## config.mk

```make
export PLATFORM = sky130hd
export DESIGN_NAME = speech_endpoint_detector
export DESIGN_NICKNAME = d
export VERILOG_FILES = /design/src/rtl/sed_pkg.sv /design/src/rtl/sed_cfg_regs.sv /design/src/rtl/sed_core.sv /design/src/rtl/speech_endpoint_detector.sv
export SDC_FILE = /design/constraint.sdc
export NUM_CORES = 1
export LEC_CHECK = 0
export ABC_AREA = 1
export BUFFER_PORTS_ARGS = -buffer_cell sky130_fd_sc_hd__buf_2
export CAP_MARGIN = 40
export CORE_AREA = 2 2 246 297
export CTS_BUF_LIST = sky130_fd_sc_hd__clkbuf_2 sky130_fd_sc_hd__clkbuf_4 sky130_fd_sc_hd__clkbuf_8
export CTS_CLUSTER_SIZE = 16
export DETAILED_ROUTE_END_ITERATION = 8
export DIE_AREA = 0 0 248 299
export PLACE_DENSITY = 0.44
export SYNTH_ARGS = -nofsm -noshare
export SYNTH_HDL_FRONTEND = slang
export SYNTH_SLANG_ARGS = --single-unit
```

## constraint.sdc

```tcl
create_clock -name aclk -period 11.5 [get_ports aclk]
set_clock_uncertainty 0.15 [all_clocks]
set_input_delay 0.575 -clock aclk [delete_from_list [all_inputs] [get_ports aclk]]
set_output_delay 0.575 -clock aclk [all_outputs]
set_load 0.02 [all_outputs]
```

## src/rtl/sed_pkg.sv

```systemverilog
package sed_pkg;

    localparam int SAMPLE_W  = 16;
    localparam int LEVEL_W   = 16;
    localparam int LENGTH_W  = 19;
    localparam int COUNT_W   = 20;
    localparam int ENERGY_W  = 27;
    localparam int MAG_W     = 17;
    localparam int DEF_MAX_FRAME_SAMPLES = 1024;

    localparam logic [COUNT_W-1:0]  COUNT_MAX  = '1;
    localparam logic [ENERGY_W-1:0] ENERGY_MAX = '1;

    // APB register map
    localparam int APB_DATA_W = 32;
    localparam int APB_ADDR_W = 4;

    typedef enum logic [1:0] {
        REG_QUIET_LEVEL = 2'd0,
        REG_MIN_STREAM  = 2'd1,
        REG_QUIET_RUN   = 2'd2,
        REG_MAX_STREAM  = 2'd3
    } sed_reg_idx_t;

    localparam logic [LEVEL_W-1:0]  RST_QUIET_LEVEL = LEVEL_W'(180);
    localparam logic [LENGTH_W-1:0] RST_MIN_STREAM  = LENGTH_W'(8000);
    localparam logic [LENGTH_W-1:0] RST_QUIET_RUN   = LENGTH_W'(12800);
    localparam logic [LENGTH_W-1:0] RST_MAX_STREAM  = LENGTH_W'(128000);

    localparam logic [1:0] MODE_AUDIO = 2'd0;
    localparam logic [1:0] MODE_START = 2'd1;
    localparam logic [1:0] MODE_PAUSE = 2'd2;

    typedef struct packed {
        logic [1:0]                 mode;
        logic signed [SAMPLE_W-1:0] sample;
        logic                       frame_last;
    } sed_in_t;

    typedef struct packed {
        logic forward;
        logic streaming;
        logic quiet_frame;
        logic stream_stop;
    } sed_out_t;

    typedef struct packed {
        logic [LEVEL_W-1:0]  quiet_level;
        logic [LENGTH_W-1:0] min_stream_length;
        logic [LENGTH_W-1:0] quiet_run_length;
        logic [LENGTH_W-1:0] max_stream_length;
    } sed_cfg_t;

endpackage

```

## src/rtl/sed_cfg_regs.sv

```systemverilog
module sed_cfg_regs (
    input  logic                            aclk,
    input  logic                            aresetn,
    input  logic                            psel,
    input  logic                            penable,
    input  logic                            pwrite,
    input  logic [sed_pkg::APB_ADDR_W-1:0]  paddr,
    input  logic [sed_pkg::APB_DATA_W-1:0]  pwdata,
    output logic [sed_pkg::APB_DATA_W-1:0]  prdata,
    output logic                            pready,
    output sed_pkg::sed_cfg_t               cfg
);
    import sed_pkg::*;

    sed_cfg_t     cfg_reg;
    sed_reg_idx_t idx;
    logic         wr_en;

    assign pready = 1'b1;
    assign idx    = sed_reg_idx_t'(paddr[3:2]);
    assign wr_en  = psel && penable && pwrite && pready;
    assign cfg    = cfg_reg;

    always_ff @(posedge aclk) begin
        if (!aresetn) begin
            cfg_reg.quiet_level       <= RST_QUIET_LEVEL;
            cfg_reg.min_stream_length <= RST_MIN_STREAM;
            cfg_reg.quiet_run_length  <= RST_QUIET_RUN;
            cfg_reg.max_stream_length <= RST_MAX_STREAM;
        end else if (wr_en) begin
            unique case (idx)
                REG_QUIET_LEVEL: cfg_reg.quiet_level       <= pwdata[LEVEL_W-1:0];
                REG_MIN_STREAM:  cfg_reg.min_stream_length <= pwdata[LENGTH_W-1:0];
                REG_QUIET_RUN:   cfg_reg.quiet_run_length  <= pwdata[LENGTH_W-1:0];
                REG_MAX_STREAM:  cfg_reg.max_stream_length <= pwdata[LENGTH_W-1:0];
                default: ;
            endcase
        end
    end

    always_comb begin
        unique case (idx)
            REG_QUIET_LEVEL: prdata = APB_DATA_W'(cfg_reg.quiet_level);
            REG_MIN_STREAM:  prdata = APB_DATA_W'(cfg_reg.min_stream_length);
            REG_QUIET_RUN:   prdata = APB_DATA_W'(cfg_reg.quiet_run_length);
            REG_MAX_STREAM:  prdata = APB_DATA_W'(cfg_reg.max_stream_length);
            default:         prdata = '0;
        endcase
    end

endmodule

```

## src/rtl/sed_core.sv

```systemverilog
module sed_core #(
    parameter int MAX_FRAME_SAMPLES = sed_pkg::DEF_MAX_FRAME_SAMPLES
) (
    input  logic              aclk,
    input  logic              aresetn,
    input  logic              en,
    input  sed_pkg::sed_in_t  item,
    input  sed_pkg::sed_cfg_t cfg,
    output sed_pkg::sed_out_t res
);
    import sed_pkg::*;

    localparam int FILL_W = $clog2(MAX_FRAME_SAMPLES + 1);
    localparam int PROD_W = LEVEL_W + FILL_W;
    localparam int CMP_W  = (PROD_W > ENERGY_W) ? PROD_W : ENERGY_W;
    localparam logic [FILL_W-1:0] FILL_LIMIT = FILL_W'(MAX_FRAME_SAMPLES);

    logic                active_reg, active_next;
    logic [COUNT_W-1:0]  streamed_reg, streamed_next;
    logic [COUNT_W-1:0]  quiet_cnt_reg, quiet_cnt_next;
    logic [ENERGY_W-1:0] energy_reg, energy_next;
    logic [FILL_W-1:0]   fill_reg, fill_next;

    logic [MAG_W-1:0]    mag;
    logic [ENERGY_W:0]   energy_sum;
    logic [ENERGY_W-1:0] energy_acc;
    logic [FILL_W-1:0]   fill_inc;
    logic [COUNT_W-1:0]  streamed_inc;
    logic [COUNT_W:0]    quiet_sum;
    logic [COUNT_W-1:0]  quiet_acc;
    logic [PROD_W-1:0]   level_x_fill;
    logic                frame_end;
    logic                is_quiet;

    // |sample|; -32768 gives 32768
    assign mag = item.sample[SAMPLE_W-1]
               ? MAG_W'(17'h10000 - {1'b0, item.sample})
               : {1'b0, item.sample};

    assign energy_sum   = {1'b0, energy_reg} + (ENERGY_W+1)'(mag);
    assign energy_acc   = energy_sum[ENERGY_W] ? ENERGY_MAX : energy_sum[ENERGY_W-1:0];
    assign fill_inc     = fill_reg + FILL_W'(1);
    assign streamed_inc = (streamed_reg == COUNT_MAX) ? COUNT_MAX
                                                      : streamed_reg + COUNT_W'(1);
    assign frame_end    = item.frame_last || (fill_inc >= FILL_LIMIT);

    // floor(E/F) < Q  <=>  E < Q*F, so no divider is needed
    assign level_x_fill = PROD_W'(cfg.quiet_level) * PROD_W'(fill_inc);
    assign is_quiet     = (streamed_inc >= COUNT_W'(cfg.min_stream_length))
                       && (CMP_W'(energy_acc) < CMP_W'(level_x_fill));

    assign quiet_sum = {1'b0, quiet_cnt_reg} + (COUNT_W+1)'(fill_inc);
    assign quiet_acc = quiet_sum[COUNT_W] ? COUNT_MAX : quiet_sum[COUNT_W-1:0];

    always_comb begin
        active_next    = active_reg;
        streamed_next  = streamed_reg;
        quiet_cnt_next = quiet_cnt_reg;
        energy_next    = energy_reg;
        fill_next      = fill_reg;
        res            = '0;

        if (item.mode == MODE_START) begin
            if (!active_reg) begin
                active_next    = 1'b1;
                streamed_next  = '0;
                quiet_cnt_next = '0;
                energy_next    = '0;
                fill_next      = '0;
            end
        end else if (item.mode == MODE_PAUSE) begin
            energy_next = '0;
            fill_next   = '0;
            if (active_reg) begin
                active_next     = 1'b0;
                res.stream_stop = 1'b1;
            end
        end else if (item.mode == MODE_AUDIO && active_reg) begin
            res.forward   = 1'b1;
            streamed_next = streamed_inc;
            energy_next   = energy_acc;
            fill_next     = fill_inc;
            if (frame_end) begin
                energy_next = '0;
                fill_next   = '0;
                if (is_quiet) begin
                    res.quiet_frame = 1'b1;
                    quiet_cnt_next  = quiet_acc;
                end else begin
                    quiet_cnt_next  = '0;
                end
                if (streamed_inc >= COUNT_W'(cfg.max_stream_length) ||
                    quiet_cnt_next >= COUNT_W'(cfg.quiet_run_length)) begin
                    active_next     = 1'b0;
                    res.stream_stop = 1'b1;
                end
            end
        end
        res.streaming = active_next;
    end

    always_ff @(posedge aclk) begin
        if (!aresetn) begin
            active_reg    <= 1'b0;
            streamed_reg  <= '0;
            quiet_cnt_reg <= '0;
            energy_reg    <= '0;
            fill_reg      <= '0;
        end else if (en) begin
            active_reg    <= active_next;
            streamed_reg  <= streamed_next;
            quiet_cnt_reg <= quiet_cnt_next;
            energy_reg    <= energy_next;
            fill_reg      <= fill_next;
        end
    end

    a_quiet_needs_stream: assert property (@(posedge aclk) disable iff (!aresetn)
        en && res.quiet_frame |-> item.mode == MODE_AUDIO && active_reg)
        else $error("quiet frame flagged outside an active audio transfer");

    a_stop_ends_stream: assert property (@(posedge aclk) disable iff (!aresetn)
        en && res.stream_stop |=> !active_reg)
        else $error("stream still active after stop");

    a_forward_counts: assert property (@(posedge aclk) disable iff (!aresetn)
        en && res.forward |=> streamed_reg != '0)
        else $error("forwarded sample not counted");

    a_fill_bound: assert property (@(posedge aclk) disable iff (!aresetn)
        fill_reg < FILL_LIMIT)
        else $error("frame fill reached its limit without closing the frame");

endmodule

```

## src/rtl/speech_endpoint_detector.sv

```systemverilog
// Energy-based end-of-speech detector. Audio samples (mode 0) and start/pause
// commands arrive on the s_ channel; one result per transfer leaves on the m_
// channel. A transfer is taken every cycle while the result side keeps up:
// each item passes an input register, then a result register, and the
// per-sample update of the stream and frame state is combinational,
// so the sustained rate is one item per clock. The frame quiet test compares
// frame energy against quiet_level times the frame length, one 16 by
// frame-length-bit multiply. Registers sit on an APB port at byte addresses
// 0x0 quiet_level, 0x4 min_stream_length, 0x8 quiet_run_length,
// 0xC max_stream_length; write them only while no transfer is in flight.
module speech_endpoint_detector #(
    parameter int MAX_FRAME_SAMPLES = sed_pkg::DEF_MAX_FRAME_SAMPLES
) (
    input  logic                            aclk,
    input  logic                            aresetn,
    input  logic                            s_valid,
    output logic                            s_ready,
    input  sed_pkg::sed_in_t                s_data,
    output logic                            m_valid,
    input  logic                            m_ready,
    output sed_pkg::sed_out_t               m_data,
    input  logic                            psel,
    input  logic                            penable,
    input  logic                            pwrite,
    input  logic [sed_pkg::APB_ADDR_W-1:0]  paddr,
    input  logic [sed_pkg::APB_DATA_W-1:0]  pwdata,
    output logic [sed_pkg::APB_DATA_W-1:0]  prdata,
    output logic                            pready
);
    import sed_pkg::*;

    sed_cfg_t cfg;
    sed_in_t  in_reg;
    logic     in_valid_reg;
    sed_out_t out_reg;
    sed_out_t res;
    logic     out_valid_reg;
    logic     advance;

    assign advance = in_valid_reg && (!out_valid_reg || m_ready);
    assign s_ready = !in_valid_reg || advance;
    assign m_valid = out_valid_reg;
    assign m_data  = out_reg;

    sed_cfg_regs u_cfg (
        .aclk    (aclk),
        .aresetn (aresetn),
        .psel    (psel),
        .penable (penable),
        .pwrite  (pwrite),
        .paddr   (paddr),
        .pwdata  (pwdata),
        .prdata  (prdata),
        .pready  (pready),
        .cfg     (cfg)
    );

    sed_core #(
        .MAX_FRAME_SAMPLES (MAX_FRAME_SAMPLES)
    ) u_core (
        .aclk    (aclk),
        .aresetn (aresetn),
        .en      (advance),
        .item    (in_reg),
        .cfg     (cfg),
        .res     (res)
    );

    always_ff @(posedge aclk) begin
        if (!aresetn) begin
            in_valid_reg  <= 1'b0;
            out_valid_reg <= 1'b0;
        end else begin
            if (s_valid && s_ready) begin
                in_valid_reg <= 1'b1;
            end else if (advance) begin
                in_valid_reg <= 1'b0;
            end
            if (advance) begin
                out_valid_reg <= 1'b1;
            end else if (m_ready) begin
                out_valid_reg <= 1'b0;
            end
        end
    end

    always_ff @(posedge aclk) begin
        if (s_valid && s_ready) begin
            in_reg <= s_data;
        end
        if (advance) begin
            out_reg <= res;
        end
    end

    a_reset_empty: assert property (@(posedge aclk)
        !aresetn |=> !m_valid && !in_valid_reg)
        else $error("pipeline not empty after reset");

    a_in_holds: assert property (@(posedge aclk) disable iff (!aresetn)
        in_valid_reg && !advance |=> in_valid_reg && $stable(in_reg))
        else $error("pending input item lost while result side stalled");

    a_result_held: assert property (@(posedge aclk) disable iff (!aresetn)
        out_valid_reg && !m_ready |-> !advance)
        else $error("result overwritten before its transfer");

endmodule

```

==> results of run 1 <==
-- metal layers --
metal  part of all wire [%]  global-route usage, %  vias to the layer above
li1                       -                      -                     7540
met1                     45                   18.1                     7206
met2                     49                   24.9                      290
met3                    3.6                   2.16                       67
met4                    3.1                   5.43                        0
met5                      0                      0                        -
-- metrics by stage --
step	setup WS [ns]	hold WS, ns
floorplan	2.70	0.277
global placement	0.757	0.303
finish	0.949	0.138
detailed placement	0.694	0.304
global route	0.146	0.112
CTS	0.655	0.0781
-- kinds of logic (layout without fill, tap and decap cells) --
| group | count (synthesis) | after routing |
|---|---|---|
| AO/OA/AOI/OAI | 449 | 449 |
| flip-flops | 177 | 177 |
| other | 2 | 16 |
| adder cells (fa/ha/maj) | 309 | 309 |
| buffers and inverters | 492 | 554 |
| XOR/XNOR | 62 | 62 |
| AND/OR/NAND/NOR | 845 | 845 |
-- power by group through the flow --
stage / Clock (mW) / Combinational [mW] / Sequential [mW]
2_1_floorplan: 0 / 0.114 / 0.658
3_3_place_gp: 0 / 0.168 / 0.663
3_5_place_dp: 0 / 0.170 / 0.663
4_1_cts: 0.510 / 0.176 / 0.649
5_1_grt: 0.530 / 0.196 / 0.650
6_report: 0.490 / 0.173 / 0.649
-- layout by cell type (no fill, tap or decap), types with 23 or more instances in the layout --
| cell type | count |
|---|---|
| nand2_1 | 533 |
| inv_1 | 390 |
| a21oi_1 | 237 |
| ha_1 | 182 |
| nor2_1 | 180 |
| dfxtp_1 | 154 |
| o21ai_0 | 141 |
| fa_1 | 127 |
| buf_2 | 71 |
| nand3_1 | 40 |
| xor2_1 | 38 |
| buf_4 | 25 |
| xnor2_1 | 24 |
| nor3_1 | 23 |
| edfxtp_1 | 23 |
-- worst max-delay path, delay by kind of cell, from the launching register on --
| kind | cells | cell delay (ns) |
|---|---|---|
| fa+ha+maj | 8 | 3.61 |
| simple gates | 22 | 3.01 |
| compound gates | 14 | 2.23 |
| buf+inv | 9 | 0.83 |
| flops | 1 | 0.35 |
| xor+xnor | 1 | 0.14 |
-- area by class of cell --
type	instances	area, um^2
fill	7860	52500
clock inverter	11	148
clock buffer	20	263
inverter	406	1520
antenna	1	2.50
sequential	177	3770
tap	935	1170
multi-input combinational	1680	11300
timing repair buffer	117	776
-- timing repair --
item / CTS / global route
gates resized for setup: 0 / 1
setup endpoints to repair: 0 / 3
hold endpoints to repair: 19 / 0
hold buffers: 19 / 0
-- path summary, 6_finish.rpt --
check | to | slack [ns] | depth (start not counted)
worst min register to register | u_core.fill_reg[10]$_SDFFE_PN0P_ | 0.32 | 2
worst max-delay path | m_data[0]$_SDFFCE_PP0P_ | 0.95 | 54
worst max register to register | m_data[0]$_SDFFCE_PP0P_ | 0.95 | 54
worst min-delay path | in_valid_reg$_SDFFE_PN0P_ | 0.14 | 3
==> impl_metrics.env, run 1 <==
export IMPL_status="complete, no violations"
export IMPL_antenna_found_initial=2
export IMPL_cp_slowest_stage_delay_ns=0.55
export IMPL_slew_violations=0
export IMPL_synthAdderAreaFrac_pct=28.4
export IMPL_slowest_stage="fa_1"
export IMPL_htree_levels=4
export IMPL_place_area_um2=18400
export IMPL_drtIter0Drc=925
export IMPL_synth_ff_type="dfxtp_1"
export IMPL_drive_gt1_share_pct=7.42
export IMPL_crit_start="u_core.fill_reg[0]$_SDFFE_PN0P_"
export IMPL_critical_path_class="reg2reg"
export IMPL_hold_viol=0
export IMPL_min_from="s_valid"
export IMPL_cts_setup_buffers=0
export IMPL_drcViolationCount=0
export IMPL_synthDistinctLibCells=49
export IMPL_hp_class="in2reg"
export IMPL_yosysTopAreaCellShare_pct=18.1
export IMPL_die_h_um=299
export IMPL_synthMuxAreaShare_pct=0
export IMPL_synth_top_family_by_area="adder cells"
export IMPL_largest_reg_flops=73
export IMPL_start_kind="register"
export IMPL_synth_compound_area_share_pct=14.3
export IMPL_synthXorXnorAreaFrac_pct=3.20
export IMPL_rsz0062_at_grt="false"
export IMPL_powerDensity_nw_per_um2=69.1
export IMPL_syn_to_final_growth_pct=11.8
export IMPL_synth_seq_area_share_pct=22.2
export IMPL_cts_made_buffers=17
export IMPL_syn_avg_cell_area_um2=7.28
export IMPL_fin_util_pct=26.6
export IMPL_finalCritPeriodShare_pct=91.7
export IMPL_tns_ns=0
export IMPL_critPathArrivalTime_ns=10.72
export IMPL_design_area_um2=19000
export IMPL_crit_top_cell="nand2_1"
export IMPL_numClockSinks=177
export IMPL_root_buffer="clkbuf_8"
export IMPL_die_width_um=248
export IMPL_ant_nets=0
export IMPL_p_sw_share_pct=31.1
export IMPL_nNetsFinal=2770
export IMPL_drt_first_pass_iters=6
export IMPL_wl_per_cell_um=15.8
export IMPL_ys_warn_count=0
export IMPL_die_area_um2=74200
export IMPL_fmax_ghz=0.0948
export IMPL_maxCapViolations=0
export IMPL_clk_path_buf_depth=2
export IMPL_clkPwrFrac_pct=37.3
export IMPL_grt_overflow_total=0
export IMPL_coreArea_um2=71500
export IMPL_viasPerCell=4.51
export IMPL_combPwrFrac_pct=13.2
export IMPL_period_needed_ns=10.55
export IMPL_setup_worst_path_end_class="register"
export IMPL_mappedNetlistArea_um2=17000
export IMPL_place_port_buffers=71
export IMPL_first_global_vias=15100
export IMPL_synth_seq_cells=177
export IMPL_grt_total_usage_pct=14.5
export IMPL_tightest_slew_ns=0.863
export IMPL_yosys_area_share_simple_pct=20.5
export IMPL_core_rowCount=108
export IMPL_yosysTopAreaCell="dfxtp_1"
export IMPL_ios=101
export IMPL_vias=15100
export IMPL_placedCellCount=3296
export IMPL_crit_path_max_fanout=12
export IMPL_gp_congestion=0.854
export IMPL_synthCells=2336
export IMPL_cts_tree="built"
export IMPL_clock_latency_ns=0.59
export IMPL_relSlewSlack_pct=42.3
export IMPL_drt_total_wl_um=52800
export IMPL_p_switching_mw=0.408
export IMPL_max_vdd_ir_drop_mv=0.0854
export IMPL_grt_max_degree=76
export IMPL_yosysMostFrequentCell="nand2_1"
export IMPL_intPower_mw=0.904
export IMPL_hpwl_um=42200
export IMPL_power_mw=1.31
export IMPL_r2r_start="u_core.fill_reg[0]$_SDFFE_PN0P_"
export IMPL_grt_pass1_wl_um=82400
export IMPL_required_ns=11.67
export IMPL_async_reset_ff_share_pct=0
export IMPL_path_clk_slew_ns=0.10
export IMPL_synth_area_leaders="dfxtp_1 18%, fa_1 15%, ha_1 13%"
export IMPL_final_cells=3347
export IMPL_power_leakage_nw=8.59
export IMPL_start_util_pct=23.8
export IMPL_synth_edf_count=23
export IMPL_setup_viol=0
export IMPL_pwr_share_seq_pct=49.5
export IMPL_synth_commonest_cells="534 x nand2_1, 390 x inv_1, 237 x a21oi_1"
(Power assumes the default switching activity.)
==> inputs of run 2 (changes only) <==
Settings changed: CORE_AREA 2 2 246 297 to 2 2 221 266, DIE_AREA 0 0 248 299 to 0 0 223 268, PLACE_DENSITY 0.44 to 0.51.
==> run 2 against run 1 <==
Net effect: sequential cell count stayed put; combinational power hardly changed; sequential power hardly changed; core utilization is 6.2 points higher; final area is 1.5% lower; critical endpoint unchanged; non-clock buffer count is 4 lower; critical path type unchanged; global-route usage is 2.9 points higher; critical path depth is 3 higher; total power is 1.3% lower.
==> impl_metrics.env, run 2 (synthesized netlist as in run 1, its figures left out) <==
export IMPL_status="complete, no violations"
export IMPL_power_leakage_nw=8.55
export IMPL_path_clk_slew_ns=0.11
export IMPL_numClockSinks=177
export IMPL_vias=15100
export IMPL_drtIter0Drc=976
export IMPL_grt_total_usage_pct=17.4
export IMPL_syn_to_final_growth_pct=10.0
export IMPL_cts_tree="built"
export IMPL_place_port_buffers=71
export IMPL_wl_per_cell_um=16.1
export IMPL_hp_class="in2reg"
export IMPL_setup_worst_path_end_class="register"
export IMPL_worstHoldPathCells=3
export IMPL_relSlewSlack_pct=43.3
export IMPL_tightest_slew_ns=0.849
export IMPL_final_cell_mix="533 x nand2_1, 390 x inv_1, 237 x a21oi_1"
export IMPL_die_h_um=268
export IMPL_largest_reg_flops=73
export IMPL_first_global_vias=15100
export IMPL_gp_congestion=0.882
export IMPL_powerDensity_nw_per_um2=69.2
export IMPL_critPathArrivalTime_ns=10.54
export IMPL_drt_total_wl_um=50700
export IMPL_grt_overflow_total=0
export IMPL_die_area_um2=59800
export IMPL_cts_setup_buffers=0
export IMPL_hold_ws_ns=0.110
export IMPL_cp_slowest_stage_delay_ns=0.55
export IMPL_hold_viol=0
export IMPL_crit_top_cell="nand2_1"
export IMPL_design_area_um2=18700
export IMPL_htree_levels=4
export IMPL_worstReg2RegEnd="m_data[0]$_SDFFCE_PP0P_"
export IMPL_slew_violations=0
export IMPL_reg2reg_slack_ns=1.13
export IMPL_place_area_um2=18100
export IMPL_drt_first_pass_iters=5
export IMPL_crit_path_max_fanout=13
export IMPL_finalCritPeriodShare_pct=90.1
export IMPL_antenna_found_initial=5
export IMPL_pre_cts_ws_ns=0.769
export IMPL_period_needed_ns=10.37
export IMPL_max_vdd_ir_drop_mv=0.0789
export IMPL_viasPerCell=4.80
export IMPL_slowest_stage="fa_1"
export IMPL_nNetsFinal=2766
export IMPL_r2r_start="u_core.fill_reg[0]$_SDFFE_PN0P_"
export IMPL_maxCapViolations=0
export IMPL_nFillCells=6124
export IMPL_die_width_um=223
export IMPL_grt_max_degree=76
export IMPL_min_to="u_cfg.cfg[46]$_SDFFE_PN1P_"
export IMPL_coreArea_um2=57100
export IMPL_grt_pass1_wl_um=81100
export IMPL_start_kind="register"
export IMPL_r2r_cells=57
export IMPL_clock_latency_ns=0.57
export IMPL_fmax_ghz=0.0965
export IMPL_drcViolationCount=0
export IMPL_root_buffer="clkbuf_8"
export IMPL_diodes=0
export IMPL_required_ns=11.68
export IMPL_final_common_cell="nand2_1"
export IMPL_tns_ns=0
export IMPL_drive_gt1_share_pct=7.35
export IMPL_ant_nets=0
export IMPL_critical_path_class="reg2reg"
export IMPL_hpwl_um=40300
export IMPL_setup_ws_ns=1.13
export IMPL_setup_viol=0
export IMPL_clk_path_buf_depth=2
export IMPL_rsz0062_at_grt="false"
export IMPL_core_rowCount=96
export IMPL_ios=101
export IMPL_min_from="pwdata[8]"
export IMPL_start_util_pct=29.8
export IMPL_cts_made_buffers=17
[run 2: cell type report]
| cell class | count | area (um^2) | area share (%) |
|---|---|---|---|
| Multi-Input combinational cell | 1680 | 11300 | 60.6 |
| Sequential cell | 177 | 3770 | 20.2 |
| Inverter | 406 | 1520 | 8.15 |
| Tap cell | 735 | 920 | 4.92 |
| Timing Repair Buffer | 113 | 746 | 3.99 |
| Clock buffer | 18 | 241 | 1.29 |
| Clock inverter | 14 | 158 | 0.843 |
[run 2: through the flow]
stage / instances / utilization (%) / power, mW
2_1_floorplan: 2349 / - / 0.772
3_3_place_gp: 3088 / 31.6 / 0.826
3_5_place_dp: 3092 / 31.7 / 0.831
4_1_cts: 3143 / 32.8 / 1.31
5_1_grt: 3143 / 32.8 / 1.36
6_report: 3143 / 32.8 / 1.29
[run 2: worst max path at each step]
stage	from	end	slack, ns	cells past startpoint
6_report	u_core.fill_reg[0]$_SDFFE_PN0P_	m_data[0]$_SDFFCE_PP0P_	1.13	57
5_1_grt	u_core.fill_reg[0]$_SDFFE_PN0P_	u_core.active_reg$_SDFFE_PN0P_	0.03	60
4_1_cts	u_core.fill_reg[0]$_SDFFE_PN0P_	m_data[0]$_SDFFCE_PP0P_	0.72	57
3_5_place_dp	u_core.fill_reg[0]$_SDFFE_PN0P_	m_data[0]$_SDFFCE_PP0P_	0.77	57
3_3_place_gp	u_core.fill_reg[0]$_SDFFE_PN0P_	m_data[0]$_SDFFCE_PP0P_	0.81	57
2_1_floorplan	u_core.fill_reg[0]$_SDFFE_PN0P_	m_data[2]$_DFFE_PP_	2.70	56
[run 2: timing repair]
action / in CTS / in global routing
setup endpoints to repair: 0 / 3
gates resized for setup: 0 / 2
hold buffers: 19 / 0
hold endpoints to repair: 19 / 0
[run 2: critical path: cells and delay by family (launching register included)]
family / cells / cell delay (ns)
DFF: 1 / 0.49
buffers and inverters: 10 / 0.94
AOI/OAI and AO/OA: 13 / 1.85
and+or+nand+nor: 24 / 2.87
adders and majority gates: 9 / 3.67
xor gates and xnor gates: 1 / 0.15
[run 2: routing by layer]
layer  vias up  track usage, %  routed length, um
li1       7523               -                  -
met1      7221            21.0              21700
met2       287            31.7              25900
met3        57            2.84               1980
met4        10            5.19               1030
met5         -               0                 63
[run 2: where the power goes]
group	total, mW	switching (mW)	internal [mW]
logic	0.172	0.114	0.0578
registers	0.649	0.0113	0.638
clock network	0.473	0.288	0.185
total	1.29	0.414	0.881
